<file path="src/rtl/ftp_reply_framer_defines.svh">
// ftp_reply_framer_defines.svh: assertion macros for the reply framer
// used by modules that check their own behavior; expects clk and rst in scope
`ifndef FTP_REPLY_FRAMER_DEFINES_SVH
`define FTP_REPLY_FRAMER_DEFINES_SVH

// same-cycle implication, ignored while in reset
`define FTPR_ASSERT_NOW(label, ante, cons, msg) \
  label: assert property (@(posedge clk) disable iff (rst) (ante) |-> (cons)) \
    else $error(msg);

// next-cycle implication, ignored while in reset
`define FTPR_ASSERT_NEXT(label, ante, cons, msg) \
  label: assert property (@(posedge clk) disable iff (rst) (ante) |=> (cons)) \
    else $error(msg);

`endif

</file>
<file path="src/rtl/ftpr_pkg.sv">
// ftpr_pkg: shared types, constants and helpers of the ftp reply framer
// no dependencies
package ftpr_pkg;

  localparam int unsigned LINE_COUNT_LIMIT = 255;
  localparam int unsigned LINE_COUNT_CAP_INT =
    (LINE_COUNT_LIMIT < 255) ? LINE_COUNT_LIMIT : 255;
  localparam logic [7:0] LINE_COUNT_CAP = 8'(LINE_COUNT_CAP_INT);

  localparam logic [7:0] BYTE_CR     = 8'h0D;
  localparam logic [7:0] BYTE_LF     = 8'h0A;
  localparam logic [7:0] BYTE_SPACE  = 8'h20;
  localparam logic [7:0] BYTE_HYPHEN = 8'h2D;
  localparam logic [7:0] BYTE_ZERO   = 8'h30;
  localparam logic [7:0] BYTE_NINE   = 8'h39;

  localparam logic [2:0] COL_FOURTH = 3'd3;
  localparam logic [2:0] COL_DONE   = 3'd4;

  // kind of the fourth character of a line
  typedef enum logic [1:0] {
    KIND_OTHER  = 2'd0,
    KIND_SPACE  = 2'd1,
    KIND_HYPHEN = 2'd2
  } kind_t;

  // one framed reply
  typedef struct packed {
    logic       valid;
    logic [9:0] code;
    logic       multi;
    logic [7:0] total;
    logic       status;
  } reply_t;

  // three bcd digits to a binary code, at most 15*111 before masking
  function automatic logic [9:0] digits_value(input logic [11:0] d);
    logic [10:0] sum;
    sum = 11'(d[11:8]) * 11'd100 + 11'(d[7:4]) * 11'd10 + 11'(d[3:0]);
    return sum[9:0];
  endfunction

endpackage

</file>
<file path="src/rtl/ftpr_line.sv">
// ftpr_line: line tracker state and per-byte update of the reply framer
// depends on ftpr_pkg
module ftpr_line import ftpr_pkg::*; (
  input  logic       clk,
  input  logic       rst,
  input  logic       step,
  input  logic [7:0] data,
  output reply_t     reply
);

  logic [2:0]  column_pos, column_pos_next;
  logic        in_first_line, in_first_line_next;
  logic        multi_mode, multi_mode_next;
  logic [11:0] reply_digits, reply_digits_next;
  logic [11:0] line_digits, line_digits_next;
  logic        line_digits_ok, line_digits_ok_next;
  kind_t       fourth_kind, fourth_kind_next;
  logic        cr_pending, cr_pending_next;
  logic [7:0]  line_counter, line_counter_next;

  logic        starts_ok;
  logic        is_digit;
  logic [3:0]  digit;
  logic [7:0]  count_inc;
  logic        rearm;
  logic        clear_ln;

  // byte classification and line-end bookkeeping
  always_comb begin
    is_digit  = (data >= BYTE_ZERO) && (data <= BYTE_NINE);
    digit     = 4'(data - BYTE_ZERO);
    starts_ok = line_digits_ok && (column_pos >= COL_DONE);
    count_inc = (line_counter < LINE_COUNT_CAP) ? line_counter + 8'd1 : line_counter;
  end

  // next state and reply for the byte on data
  always_comb begin
    column_pos_next     = column_pos;
    in_first_line_next  = in_first_line;
    multi_mode_next     = multi_mode;
    reply_digits_next   = reply_digits;
    line_digits_next    = line_digits;
    line_digits_ok_next = line_digits_ok;
    fourth_kind_next    = fourth_kind;
    cr_pending_next     = cr_pending;
    line_counter_next   = line_counter;
    reply               = '0;
    rearm               = 1'b0;
    clear_ln            = 1'b0;

    if (cr_pending && data == BYTE_LF) begin
      line_counter_next = count_inc;
      reply.total       = count_inc;
      if (in_first_line) begin
        if (starts_ok && fourth_kind == KIND_SPACE) begin
          reply.valid = 1'b1;
          reply.code  = digits_value(line_digits);
          rearm       = 1'b1;
        end else if (starts_ok && fourth_kind == KIND_HYPHEN) begin
          reply_digits_next  = line_digits;
          multi_mode_next    = 1'b1;
          in_first_line_next = 1'b0;
          clear_ln           = 1'b1;
        end else begin
          reply.valid  = 1'b1;
          reply.code   = line_digits_ok ? digits_value(line_digits) : 10'd0;
          reply.status = 1'b1;
          rearm        = 1'b1;
        end
      end else if (multi_mode && starts_ok && fourth_kind == KIND_SPACE &&
                   line_digits == reply_digits) begin
        reply.valid = 1'b1;
        reply.code  = digits_value(reply_digits);
        reply.multi = 1'b1;
        rearm       = 1'b1;
      end else begin
        clear_ln = 1'b1;
      end
    end else begin
      // ordinary line character
      case (column_pos)
        3'd0: begin
          if (is_digit) line_digits_next[11:8] = digit;
          else          line_digits_ok_next    = 1'b0;
        end
        3'd1: begin
          if (is_digit) line_digits_next[7:4] = digit;
          else          line_digits_ok_next   = 1'b0;
        end
        3'd2: begin
          if (is_digit) line_digits_next[3:0] = digit;
          else          line_digits_ok_next   = 1'b0;
        end
        COL_FOURTH: begin
          if (data == BYTE_SPACE)       fourth_kind_next = KIND_SPACE;
          else if (data == BYTE_HYPHEN) fourth_kind_next = KIND_HYPHEN;
          else                          fourth_kind_next = KIND_OTHER;
        end
        default: ;
      endcase
      if (column_pos < COL_DONE) column_pos_next = column_pos + 3'd1;
      cr_pending_next = (data == BYTE_CR);
    end

    // line restart, shared by re-arm
    if (clear_ln || rearm) begin
      column_pos_next     = '0;
      line_digits_next    = '0;
      line_digits_ok_next = 1'b1;
      fourth_kind_next    = KIND_OTHER;
      cr_pending_next     = 1'b0;
    end
    if (rearm) begin
      in_first_line_next = 1'b1;
      multi_mode_next    = 1'b0;
      reply_digits_next  = '0;
      line_counter_next  = '0;
    end
  end

  // state registers
  always_ff @(posedge clk) begin
    if (rst) begin
      column_pos     <= '0;
      in_first_line  <= 1'b1;
      multi_mode     <= 1'b0;
      reply_digits   <= '0;
      line_digits    <= '0;
      line_digits_ok <= 1'b1;
      fourth_kind    <= KIND_OTHER;
      cr_pending     <= 1'b0;
      line_counter   <= '0;
    end else if (step) begin
      column_pos     <= column_pos_next;
      in_first_line  <= in_first_line_next;
      multi_mode     <= multi_mode_next;
      reply_digits   <= reply_digits_next;
      line_digits    <= line_digits_next;
      line_digits_ok <= line_digits_ok_next;
      fourth_kind    <= fourth_kind_next;
      cr_pending     <= cr_pending_next;
      line_counter   <= line_counter_next;
    end
  end

endmodule

</file>
<file path="src/rtl/ftp_reply_framer.sv">
// ftp_reply_framer: frames ftp control-channel replies from a byte stream
// depends on ftpr_pkg, ftpr_line and ftp_reply_framer_defines.svh
//
//   channel  direction  handshake            payload
//   in       to block   in_valid / in_stall  rx_byte
//   out      from block out_valid/out_stall  reply_code, multi_line, line_total, status
//
// one byte per cycle sustained while no reply is held by out_stall; a byte is
// latched in the input register, then the line tracker updates and any reply
// lands in the result register, which raises out_valid. in_stall rises only
// while a reply is held by out_stall and a byte waits in the input register.
// rst is synchronous and returns the tracker to the start of a reply.
`include "ftp_reply_framer_defines.svh"

module ftp_reply_framer import ftpr_pkg::*; (
  input  logic       clk,
  input  logic       rst,
  input  logic       in_valid,
  output logic       in_stall,
  input  logic [7:0] rx_byte,
  output logic       out_valid,
  input  logic       out_stall,
  output logic [9:0] reply_code,
  output logic       multi_line,
  output logic [7:0] line_total,
  output logic       status
);

  logic       byte_valid;
  logic [7:0] byte_data;
  logic       advance;
  logic       in_take;
  reply_t     reply;

  // the input register moves on when the result register can take its outcome
  assign advance  = !out_valid || !out_stall;
  assign in_stall = byte_valid && !advance;
  assign in_take  = in_valid && !in_stall;

  // input register
  always_ff @(posedge clk) begin
    if (rst) begin
      byte_valid <= 1'b0;
    end else if (advance || !byte_valid) begin
      byte_valid <= in_valid;
    end
  end

  always_ff @(posedge clk) begin
    if (in_take) begin
      byte_data <= rx_byte;
    end
  end

  ftpr_line u_line (
    .clk   (clk),
    .rst   (rst),
    .step  (byte_valid && advance),
    .data  (byte_data),
    .reply (reply)
  );

  // result register
  always_ff @(posedge clk) begin
    if (rst) begin
      out_valid <= 1'b0;
    end else if (advance) begin
      out_valid <= byte_valid && reply.valid;
    end
  end

  always_ff @(posedge clk) begin
    if (advance && byte_valid && reply.valid) begin
      reply_code <= reply.code;
      multi_line <= reply.multi;
      line_total <= reply.total;
      status     <= reply.status;
    end
  end

  // a malformed reply always ends on its first line
  `FTPR_ASSERT_NOW(a_malformed_single, out_valid && status,
    !multi_line && line_total == 8'd1, "malformed reply not single line")
  // a multi-line reply needs an opening line and a closing line
  `FTPR_ASSERT_NOW(a_multi_lines, out_valid && multi_line,
    !status && line_total >= 8'd2, "multi-line reply with too few lines")
  // input backpressure only comes from a held reply
  `FTPR_ASSERT_NOW(a_stall_cause, in_stall, out_valid && out_stall,
    "input stalled without a held reply")
  // a held reply keeps the byte register loaded and stalls the next one
  `FTPR_ASSERT_NEXT(a_hold_byte, in_stall && out_stall, byte_valid,
    "pending byte lost during stall")

endmodule
</file>
<file path="config.mk">
export PLATFORM = sky130hd
export DESIGN_NAME = ftp_reply_framer
export DESIGN_NICKNAME = d
export VERILOG_FILES = /design/src/rtl/ftpr_pkg.sv /design/src/rtl/ftpr_line.sv /design/src/rtl/ftp_reply_framer.sv
export VERILOG_INCLUDE_DIRS = /design/src /design/src/rtl
export SDC_FILE = /design/constraint.sdc
export NUM_CORES = 1
export LEC_CHECK = 0
export BUFFER_PORTS_ARGS = -buffer_cell sky130_fd_sc_hd__buf_2
export CAP_MARGIN = 20
export CORE_UTILIZATION = 60
export CTS_CLUSTER_DIAMETER = 40
export DETAILED_ROUTE_END_ITERATION = 12
export GPL_ROUTABILITY_DRIVEN = 0
export PLACE_DENSITY_LB_ADDON = 0.12
export SETUP_SLACK_MARGIN = 0.1
export SKIP_LAST_GASP = 1
export SYNTH_ARGS = -nofsm -noshare
export SYNTH_HDL_FRONTEND = slang
export SYNTH_SLANG_ARGS = --single-unit
</file>
<file path="constraint.sdc">
create_clock -name clk -period 3.5 [get_ports clk]
set_clock_uncertainty 0.05 [all_clocks]
set_input_delay 0.525 -clock clk [delete_from_list [all_inputs] [get_ports clk]]
set_output_delay 0.525 -clock clk [all_outputs]
set_load 0.1 [all_outputs]
</file>
---- After elaboration in Yosys (flattened, before gate mapping) ----
Index checks and enable logic that the tools add are counted.
operators by class
  add/subtract/negate cells ............... 7
  multiply operators ...................... 4
  magnitude comparators ................... 5
  eq/ne operators ......................... 13
  mux-type cells .......................... 55
  bitwise gates (word level) .............. 2
  reduce and logical (&&, ||, !) cells .... 44
operators with widths
  operator               number
  $mux W12               8
  $mux W11               3
  $mux W1                27
  $mux W8                3
  $mux W21               1
  $add A10 B4 Y10        2
  $add A10 B8 Y10        2
  $reduce_bool A2 Y1     10
  $eq A8 B4 Y1 const B   2
  $eq A8 B6 Y1 const B   2
  $mul A4 B5 Y8 const B  2
  $mux W4                4
  $reduce_and A4 Y1      4
  $mul A4 B3 Y7 const B  2
  $logic_and A1 B1 Y1    13
  $eq A12 B12 Y1         1
  $mux W10               1
  $mux W2                5
  $mux W3                3
  $add A8 B1 Y8 const B  1
  $ge A8 B6 Y1 const B   1
  $le A8 B6 Y1 const B   1
  $lt A8 B8 Y1 const B   1
  $eq A3 B2 Y1 const B   2
  other kinds (18)       29
storage, ports and cells
  register bits ........................... 71
  bits of input ports ..................... 12
  output and inout bits ................... 22
  word-level logic and storage cells ...... 148

---- Depth between registers and ports, before layout ----
Gate-level depths: netlist of run 1.
  depth after elaboration ................. 11
  depth in mapped cells ................... 12
  mapped depth without buffers ............ 12

---- Hierarchy ----
A second synthesis of run 1 with hierarchy kept.
unflattened totals
  cell total of the unflattened synthesis .. 458
  area, all modules ....................... 4609.4 um^2
modules (own cells, without submodules)
  module            times used  cells each  area each (um^2)  sequential area each (um^2)
  ftpr_line         1           418         3674.8            820.8
  ftp_reply_framer  1           40          934.6             880.8

---- Worst setup path after synthesis of run 1 ----
No wires, ideal clock.
  path type ............................... register to register
  start point ............................. register u_line.line_digits[5]
  end point ............................... register reply_code[9] (data pin)
  setup time .............................. 0.176 ns
  arrival time ............................ 2.845 ns
  data required time ...................... 3.274 ns
  slack ................................... 0.429 ns
  cell stages (with the launch flop) ...... 11
  path buffers ............................ 0
  period minus slack after synthesis ...... 3.071 ns
  cells stage by stage .................... dfxtp_1 ha_1 ha_1 fa_1 xor2_1 ha_1 ha_1 o21a_1 a2111oi_4 nor4_1 o32ai_1
on the way
  longest elaborated chain between the ends .. 7
  elaborated cells on any way between the ends .. 10
  those cells by class .................... 2 x add/sub; 1 x mul; 1 x eq/ne; 5 x mux; 1 x reduce/logical
RTL lines
  element                 RTL line                text
  start, declared         ftpr_line.sv:15         logic [11:0] line_digits, line_digits_next;
  start signal, assigned  ftpr_line.sv:138        line_digits <= line_digits_next;
  $mul A4 B3 Y7           ftpr_pkg.sv:39          sum = 11'(d[11:8]) * 11'd100 + 11'(d[7:4]) * 11'd10 + 11'(d[3:0]);
  $add A10 B8 Y10         ftpr_pkg.sv:39
  $add A10 B4 Y10         ftpr_pkg.sv:39
  $mux W10                ftpr_line.sv:66         reply.code = line_digits_ok ? digits_value(line_digits) : 10'd0;
  $mux W11                ftpr_line.sv:59         end else if (starts_ok && fourth_kind == KIND_HYPHEN) begin
  $mux W11                ftpr_line.sv:55         if (starts_ok && fourth_kind == KIND_SPACE) begin
  $mux W11 *              ftpr_line.sv:54         if (in_first_line) begin
  end signal, assigned    ftp_reply_framer.sv:74  reply_code <= reply.code;
  end, declared           ftp_reply_framer.sv:23  output logic [9:0] reply_code,
Every way passes the cells marked *; elsewhere a longest branch is shown, timed or not.
A chain may end at the register's enable or synchronous reset.

---- Worst setup path in the final report of run 1 ----
Ends and elaborated chain as after synthesis.

==> flow_metrics.py, run 1 <==
metrics = {
    "outcome": {
        "status": "finished clean",
    },
    "synthesis": {
        "synth_edf_count": 28,
        "synth.distinct_cells": 58,
        "synth.avg_cell_area_um2": 10.03,
        "netlist_area_um2": 4484,
        "yosys_warnings": 0,
        "ys_seq_area_share_pct": 37.95,
        "syn_inst": 447,
        "synthArstFlopShare_pct": 0,
        "ys.flop_type": "dfxtp_1",
        "ys_ff_latch": 71,
        "syn_nets": 521,
    },
    "routing": {
        "vias": 3451,
        "avgViaCountPerCell": 5.879,
        "routed_wl_mm": 9.478,
        "first_pass_iters": 5,
        "drc": 0,
        "wl_per_cell_um": 16.15,
        "antenna_left": 0,
        "drtIter0Drc": 206,
    },
    "floorplanning": {
        "die_h_um": 88.45,
        "initial_utilization_pct": 61.83,
        "core-area_um2": 7253,
        "die_x_um": 88.45,
        "io_pins": 34,
        "rows": 31,
        "die_area_um2": 7823,
    },
    "layout": {
        "diodes": 0,
        "nNetsFinal": 557,
        "final_cell_area_um2": 4956,
        "nFillCells": 564,
        "fin_cells": 587,
        "area_delta_synth_final_pct": 10.52,
        "drive_above_1_share_pct": 15.37,
    },
    "job": {
        "cap_viol_max_count": 0,
    },
    "critical_path": {
        "endpoint": "reply_code[9]",
        "cp-end-kind": "flip-flop",
        "startpoint_type": "flip-flop",
        "arrival_ns": 3.38,
        "required_ns": 3.63,
        "rrSetupSlack_ns": 0.24,
        "r2r-start": "u_line.line_digits[5]",
        "r2r_end": "reply_code[9]",
        "worstPathMaxFanout": 5,
        "rr_worst_depth": 10,
        "crit_type": "reg2reg",
        "startpoint": "u_line.line_digits[5]",
    },
    "cts": {
        "path_clk_slew_ns": 0.08,
        "clock_latency_ns": 0.36,
        "cts_tree": "built",
        "cts_buffer_depth": 2,
        "cts.sinks": 71,
        "post_cts_buffers": 0,
        "root_buffer": "clkbuf_8",
        "cts-buffers-inserted": 9,
        "post_cts_resized": 0,
        "cts_hold_buf": 0,
        "htree_num_levels": 3,
    },
    "sta": {
        "hold_viol": 0,
        "min_period_ns": 3.257,
        "max_freq_mhz": 307.0,
        "tightest_slew_ns": 1.110,
        "setup_viol": 0,
        "relSlewSlack_pct": 25.73,
        "rsz0062_at_grt": "no",
        "finalSetupTns_ns": 0,
        "hold_ws_ns": 0.2894,
        "finalCritPeriodShare_pct": 93.05,
        "drv_slew": 0,
    },
    "placed_design": {
        "io_buffers": 33,
        "hpwl_mm": 7.061,
        "dpl.cell_count": 571,
        "dpl_cell_area_um2": 4757,
    },
    "global_route": {
        "grt-ovfl-total": 0,
        "grt_pass1_wl_mm": 15.47,
        "antenna_found_initial": 0,
        "grt_util_all_layers_pct": 26.61,
        "grt_pass1_vias": 3227,
        "grt_start_max_net_pins": 27,
    },
    "power": {
        "irDropWorstVdd_v": 0.0003042,
        "p_total_mw": 1.579,
        "power.leakage_nw": 2.184,
        "pwr_density_cell_nw_per_um2": 318.7,
    },
    "worst_hold_path": {
        "hold_class": "in2reg",
    },
}
-- worst min-delay path by stage --
stage               slack [ns]                   from                    end  depth (start not counted)
finish                    0.29             rx_byte[4]           byte_data[4]                          1
global placement          0.42      u_line.multi_mode      u_line.multi_mode                          2
global route              0.28             rx_byte[4]           byte_data[4]                          1
CTS                       0.28             rx_byte[4]           byte_data[4]                          1
floorplan                 0.40      u_line.multi_mode      u_line.multi_mode                          2
detailed placement        0.43  u_line.fourth_kind[1]  u_line.fourth_kind[1]                          2
-- sequential cells by signal, summed over array words and instances, names as in the netlist, 2 cells and up --
| register | count |
|---|---|
| byte_data | 8 |
| u_line.line_counter | 8 |
| u_line.line_digits | 12 |
| u_line.reply_digits | 12 |
| line_total | 8 |
| u_line.column_pos | 3 |
| reply_code | 10 |
| u_line.fourth_kind | 2 |
-- cells in the mapped netlist (7+ instances only) --
cell,instances,share of area [%]
o21ai_0,21,2.3
nor2_1,37,3.1
a32o_1,7,1.6
nor3_1,7,0.78
clkbuf_1,7,0.59
edfxtp_1,28,19
dfxtp_1,43,19
xor2_1,13,2.5
a21oi_1,15,1.7
fa_1,10,4.5
ha_1,52,15
nand2_1,24,2.0
nand3_1,10,1.1
inv_1,38,3.2
xnor2_1,19,3.7
mux2i_1,14,3.1
nand4_1,21,2.9
-- worst max-delay path, stage by stage, from the launching register on --
cell       delay (ns)
dfxtp_2          0.37
ha_1             0.30
ha_1             0.24
fa_1             0.41
xor2_1           0.16
ha_1             0.29
ha_1             0.34
o21a_1           0.21
a2111oi_4        0.09
o31a_2           0.34
o32ai_1          0.28
-- routing by layer --
metal	global-route usage, %	wire length [um]	up-vias
li1	-	-	1692
met1	36.07	4409	1643
met2	41.19	4376	103
met3	7.090	562	13
met4	9.238	129	0
met5	0	0	-
-- placed cells by master (no fill, tap or decap), types with 19 or more instances in the layout --
master and count:
ha_1 52, xnor2_1 19, edfxtp_1 28, nand2_1 24
inv_1 38, nor2_1 37, o21ai_0 21, buf_2 33
nand4_1 21, dfxtp_1 41
-- metrics by stage --
| stage | util, % | setup WS, ns |
|---|---|---|
| floorplan | - | 0.4287 |
| detailed placement | 65.59 | 0.1462 |
| CTS | 68.29 | 0.1268 |
| finish | 68.33 | 0.2432 |
| global route | 68.33 | 0.1019 |
| global placement | 65.59 | 0.3108 |
-- power by group --
group / internal [mW] / switching [mW]
Combinational: 0.0165 / 0.0296
Sequential: 0.862 / 0.00931
Clock: 0.330 / 0.331
Total: 1.21 / 0.370
-- cell families (layout without fill, tap and decap cells) --
kind of cell    count (synthesis)  in the layout  synth area share [%]
simple gates                  130            130                 15.43
compound gates                 83             83                 13.23
flops                          71             71                 37.95
fa+ha+maj                      62             62                 18.97
buf+inv                        54             95                 4.799
xor+xnor                       32             32                 6.250
mux                            15             15                 3.376
-- layout make-up --
cell class	instances	area [um2]	share of cell area, %
inverter	39	146.4	2.954
timing repair buffer	40	217.7	4.393
clock buffer	9	123.9	2.499
sequential	71	1704	34.39
tap	99	123.9	2.499
multi-input combinational	322	2567	51.81
clock inverter	7	72.57	1.464
No activity file was read; power rests on OpenSTA's default activity.
==> run 2, diff against run 1 <==
Settings changed: REMOVE_ABC_BUFFERS set to 1.
==> run 2 against run 1 <==
Against the previous run: register-to-register slack worse by 0.05 ns; clock power up 9.4%; via count up 0.78%; die area unchanged; first-iteration DRC count down 36%; critical endpoint unchanged; combinational power down 1%; non-clock buffer count unchanged; critical path depth unchanged; setup slack worse by 0.052 ns; clock-buffer cell count up 4.
==> flow_metrics.py, run 2 (synthesized netlist as in run 1, its figures left out) <==
metrics = {
    "outcome": {
        "status": "finished clean",
    },
    "worst_hold_path": {
        "min_path_cells": 1,
        "hold_class": "in2reg",
    },
    "power": {
        "power.leakage_nw": 2.196,
        "irDropWorstVdd_v": 0.0003421,
        "p_total_mw": 1.641,
        "pwr_density_cell_nw_per_um2": 329.1,
    },
    "routing": {
        "routed_wl_mm": 9.267,
        "met3RoutedLength_um": 488,
        "antenna_left": 0,
        "vias": 3478,
        "wl_per_cell_um": 15.79,
        "drc": 0,
        "met1Wirelength_mm": 4.364,
        "wl_met2_mm": 4.277,
        "drtIter0Drc": 132,
        "avgViaCountPerCell": 5.925,
        "top_layer": "met4",
        "first_pass_iters": 4,
    },
    "floorplanning": {
        "core-area_um2": 7253,
        "initial_utilization_pct": 61.83,
        "io_pins": 34,
        "die_h_um": 88.45,
        "rows": 31,
        "die_x_um": 88.45,
        "die_area_um2": 7823,
    },
    "global_route": {
        "grt-ovfl-total": 0,
        "grt_pass1_vias": 3283,
        "grt_pass1_wl_mm": 15.03,
        "grt_util_all_layers_pct": 25.50,
        "grt_start_max_net_pins": 27,
        "antenna_found_initial": 0,
    },
    "job": {
        "cap_viol_max_count": 0,
    },
    "cts": {
        "cts_buffer_depth": 2,
        "path_clk_slew_ns": 0.08,
        "cts_hold_buf": 0,
        "post_cts_buffers": 0,
        "cts-buffers-inserted": 9,
        "cts_tree": "built",
        "root_buffer": "clkbuf_8",
        "cts.sinks": 71,
        "clock_latency_ns": 0.34,
        "post_cts_resized": 0,
        "htree_num_levels": 3,
    },
    "sta": {
        "rsz0062_at_grt": "no",
        "tightest_slew_ns": 1.041,
        "min_period_ns": 3.309,
        "setup_viol": 0,
        "relSlewSlack_pct": 30.37,
        "finalSetupTns_ns": 0,
        "max_freq_mhz": 302.2,
        "finalCritPeriodShare_pct": 94.54,
        "hold_viol": 0,
        "drv_slew": 0,
    },
    "critical_path": {
        "rr_worst_depth": 10,
        "startpoint_type": "flip-flop",
        "required_ns": 3.61,
        "rrSetupSlack_ns": 0.19,
        "worstPathMaxFanout": 5,
        "arrival_ns": 3.42,
        "cp-end-kind": "flip-flop",
        "crit_type": "reg2reg",
    },
    "layout": {
        "reg_top3": "u_line.line_digits (12), u_line.reply_digits (12), reply_code (10)",
        "layout_common_cells": "ha_1, dfxtp_1, inv_1",
        "area_delta_synth_final_pct": 11.16,
        "diodes": 0,
        "layout_commonest_cell": "ha_1",
        "final_cell_area_um2": 4985,
        "drive_above_1_share_pct": 14.75,
        "nNetsFinal": 557,
    },
    "placed_design": {
        "io_buffers": 33,
        "dpl_cell_area_um2": 4757,
        "hpwl_mm": 7.103,
    },
}
[run 2: changes by cell type in the layout (fill, tap and decap cells not counted), sizes merged]
cell    change
clkbuf      +4
clkinv      -3
inv         -1
[run 2: final timing paths]
path                                             from                    end
worst min-delay path                       rx_byte[0]           byte_data[0]
worst max-delay path            u_line.line_digits[5]          reply_code[9]
worst max register to register  u_line.line_digits[5]          reply_code[9]
worst min register to register  u_line.fourth_kind[1]  u_line.fourth_kind[1]
[run 2: critical path, cell delays in order (launching register included)]
cell and delay (ns):
dfxtp_1 0.44, ha_1 0.28, ha_1 0.24, fa_1 0.41, xor2_1 0.19, ha_1 0.26
ha_1 0.34, o21a_1 0.16, a2111oi_4 0.37, nor4_1 0.11, o32ai_1 0.29
[run 2: power by group]
part           internal, mW  switching, mW  total (mW)
Sequential            0.863        0.00880       0.871
Combinational        0.0166         0.0291      0.0457
Clock                 0.418          0.306       0.723
[run 2: area by class of cell]
type	count	area, um2
clock inverter	3	46.29
sequential	71	1702
inverter	39	146.4
clock buffer	13	181.4
tap	99	123.9
multi-input combinational	322	2567
timing repair buffer	40	217.7
fill	573	2268
[run 2: through the flow]
step / util [%] / setup slack (ns) / std cells / hold WS, ns
final: 68.73 / 0.1911 / 587 / 0.3012
after global routing: 68.73 / 0.1205 / 587 / 0.2841
after CTS: 68.73 / 0.2144 / 587 / 0.2939
after detailed placement: 65.59 / 0.2280 / 571 / 0.4262
after global placement: 65.59 / 0.3451 / 571 / 0.4151
after floorplan: - / 0.4287 / 432 / 0.3964
[run 2: layer usage]
| layer | up-vias | track usage (%) |
|---|---|---|
| met5 | - | 0 |
| met4 | 0 | 8.651 |
| met3 | 15 | 5.224 |
| met2 | 122 | 41.40 |
| met1 | 1642 | 34.02 |
| li1 | 1699 | - |
==> run 3, diff against run 2 <==
Settings changed: CORE_MARGIN set to 8, SETUP_SLACK_MARGIN 0.1 to 0.2.
==> run 3 against run 2 <==
Against the previous run: setup slack gained 0.13 ns; flip-flop and latch count stayed put; largest cell class unchanged; via count is 1.8% lower; highest routed layer unchanged; fmax grew 4.2%.
==> flow_metrics.py, run 3 (synthesized netlist as in run 1, its figures left out) <==
metrics = {
    "critical_path": {
        "cp.depth": 9,
        "critPathSlowestCell": "fa_2",
        "max_stage_delay_ns": 0.53,
        "cp-end-kind": "flip-flop",
        "required_ns": 3.54,
        "startpoint": "u_line.line_digits[5]",
        "r2r_end": "reply_code[9]",
        "rrSetupSlack_ns": 0.33,
        "rr_worst_depth": 9,
        "startpoint_type": "flip-flop",
        "path_cells": "ha_1, ha_1, fa_2, ha_1, ha_1, o21a_1, a2111oi_4, o31a_2, o32ai_2",
        "endpoint": "reply_code[9]",
        "crit_type": "reg2reg",
        "cp.buffers_inverters": 0,
        "worstPathMaxFanout": 5,
        "arrival_ns": 3.21,
        "r2r-start": "u_line.line_digits[5]",
        "cpMostUsedCell": "ha_1",
        "cp_top_family": "adder cells",
    },
    "sta": {
        "hold_viol": 0,
        "tightest_slew_ns": 1.024,
        "drv_slew": 0,
        "min_period_ns": 3.175,
        "relSlewSlack_pct": 31.46,
        "finalCritPeriodShare_pct": 90.71,
        "rsz0062_at_grt": "no",
        "max_freq_mhz": 315.0,
        "setup_viol": 0,
        "hold_ws_ns": 0.3009,
        "finalSetupTns_ns": 0,
        "finalWorstSetupSlack_ns": 0.3251,
    },
    "global_route": {
        "antenna_found_initial": 0,
        "grt_util_all_layers_pct": 19.13,
        "grt_pass1_wl_mm": 15.77,
        "grt_pass1_vias": 3283,
        "grt_start_max_net_pins": 27,
        "grt-ovfl-total": 0,
    },
    "cts": {
        "post_cts_buffers": 0,
        "cts_hold_buf": 0,
        "cts_buffer_depth": 2,
        "path_clk_slew_ns": 0.08,
        "cts.sinks": 71,
        "cts_tree": "built",
        "htree_num_levels": 3,
        "cts-buffers-inserted": 9,
        "clock_latency_ns": 0.35,
        "root_buffer": "clkbuf_8",
    },
    "layout": {
        "reg_top3": "u_line.line_digits (12), u_line.reply_digits (12), reply_code (10)",
        "fin_cells": 586,
        "drive_above_1_share_pct": 16.43,
        "layout_commonest_cell": "ha_1",
        "multiInputGateArea_um2": 2585,
        "final_util_pct": 68.31,
        "seq_area_um2": 1707,
        "nNetsFinal": 556,
        "nFillCells": 585,
        "area_delta_synth_final_pct": 10.49,
        "final_cell_area_um2": 4955,
        "diodes": 0,
        "layout_common_cells": "ha_1, dfxtp_1, inv_1",
    },
    "floorplanning": {
        "core-area_um2": 7253,
        "io_pins": 34,
        "die_h_um": 102.5,
        "rows": 31,
        "die_area_um2": 10500,
        "die_x_um": 102.5,
        "initial_utilization_pct": 61.83,
    },
    "job": {
        "cap_viol_max_count": 0,
    },
    "placed_design": {
        "hpwl_mm": 7.301,
        "dpl_cell_area_um2": 4750,
        "pre_cts_slack_ns": 0.2061,
        "io_buffers": 33,
        "dpl.cell_count": 570,
    },
    "worst_hold_path": {
        "min_path_cells": 1,
        "hold_class": "in2reg",
    },
    "routing": {
        "antenna_left": 0,
        "avgViaCountPerCell": 5.829,
        "first_pass_iters": 4,
        "vias": 3416,
        "drc": 0,
        "routed_wl_mm": 9.560,
        "drtIter0Drc": 198,
        "wl_per_cell_um": 16.31,
    },
    "power": {
        "p_total_mw": 1.525,
        "pwr_density_cell_nw_per_um2": 307.8,
        "irDropWorstVdd_v": 0.0002956,
        "power.leakage_nw": 2.181,
    },
    "outcome": {
        "status": "finished clean",
    },
}
-- run 3: cell types whose count changed in the layout (fill, tap and decap cells not counted), sizes merged --
cell	change
inv	+1
clkbuf	-3
buf	-1
clkinvlp	+1
bufinv	-1
clkinv	+2
-- run 3: metal layers --
metal	up-vias	global-route usage, %	wire, um
li1	1694	-	-
met1	1603	26.40	4575
met2	104	29.82	4248
met3	15	3.134	605
met4	0	5.756	130
met5	-	0	0
-- run 3: worst min-delay path by stage --
stage | slack, ns | from | end
2_1_floorplan | 0.40 | u_line.fourth_kind[1] | u_line.fourth_kind[1]
3_3_place_gp | 0.42 | u_line.multi_mode | u_line.multi_mode
3_5_place_dp | 0.42 | u_line.multi_mode | u_line.multi_mode
4_1_cts | 0.29 | rx_byte[7] | byte_data[7]
5_1_grt | 0.30 | rx_byte[4] | byte_data[4]
6_report | 0.30 | rx_byte[7] | byte_data[7]
-- run 3: layout make-up --
type / count / share of cell area (%)
Multi-Input combinational cell: 322 / 52.17
Sequential cell: 71 / 34.44
Timing Repair Buffer: 39 / 4.242
Inverter: 39 / 2.955
Clock buffer: 10 / 2.778
Tap cell: 99 / 2.500
Clock inverter: 6 / 0.9091
-- run 3: worst register-to-register path, stage by stage (launching register included) --
cell	delay, ns
dfxtp_2	0.36
ha_1	0.30
ha_1	0.24
fa_2	0.53
ha_1	0.22
ha_1	0.34
o21a_1	0.24
a2111oi_4	0.37
o31a_2	0.20
o32ai_2	0.07
-- run 3: timing repair --
action / in CTS / in global routing
pin swaps: 0 / 1
endpoints found under the setup margin: 1 / 1
gates resized for setup: 2 / 5
-- run 3: power breakdown --
| group | internal, mW | total, mW | switching, mW |
|---|---|---|---|
| logic | 0.0165 | 0.0464 | 0.0299 |
| registers | 0.862 | 0.872 | 0.00942 |
| clock network | 0.280 | 0.607 | 0.327 |
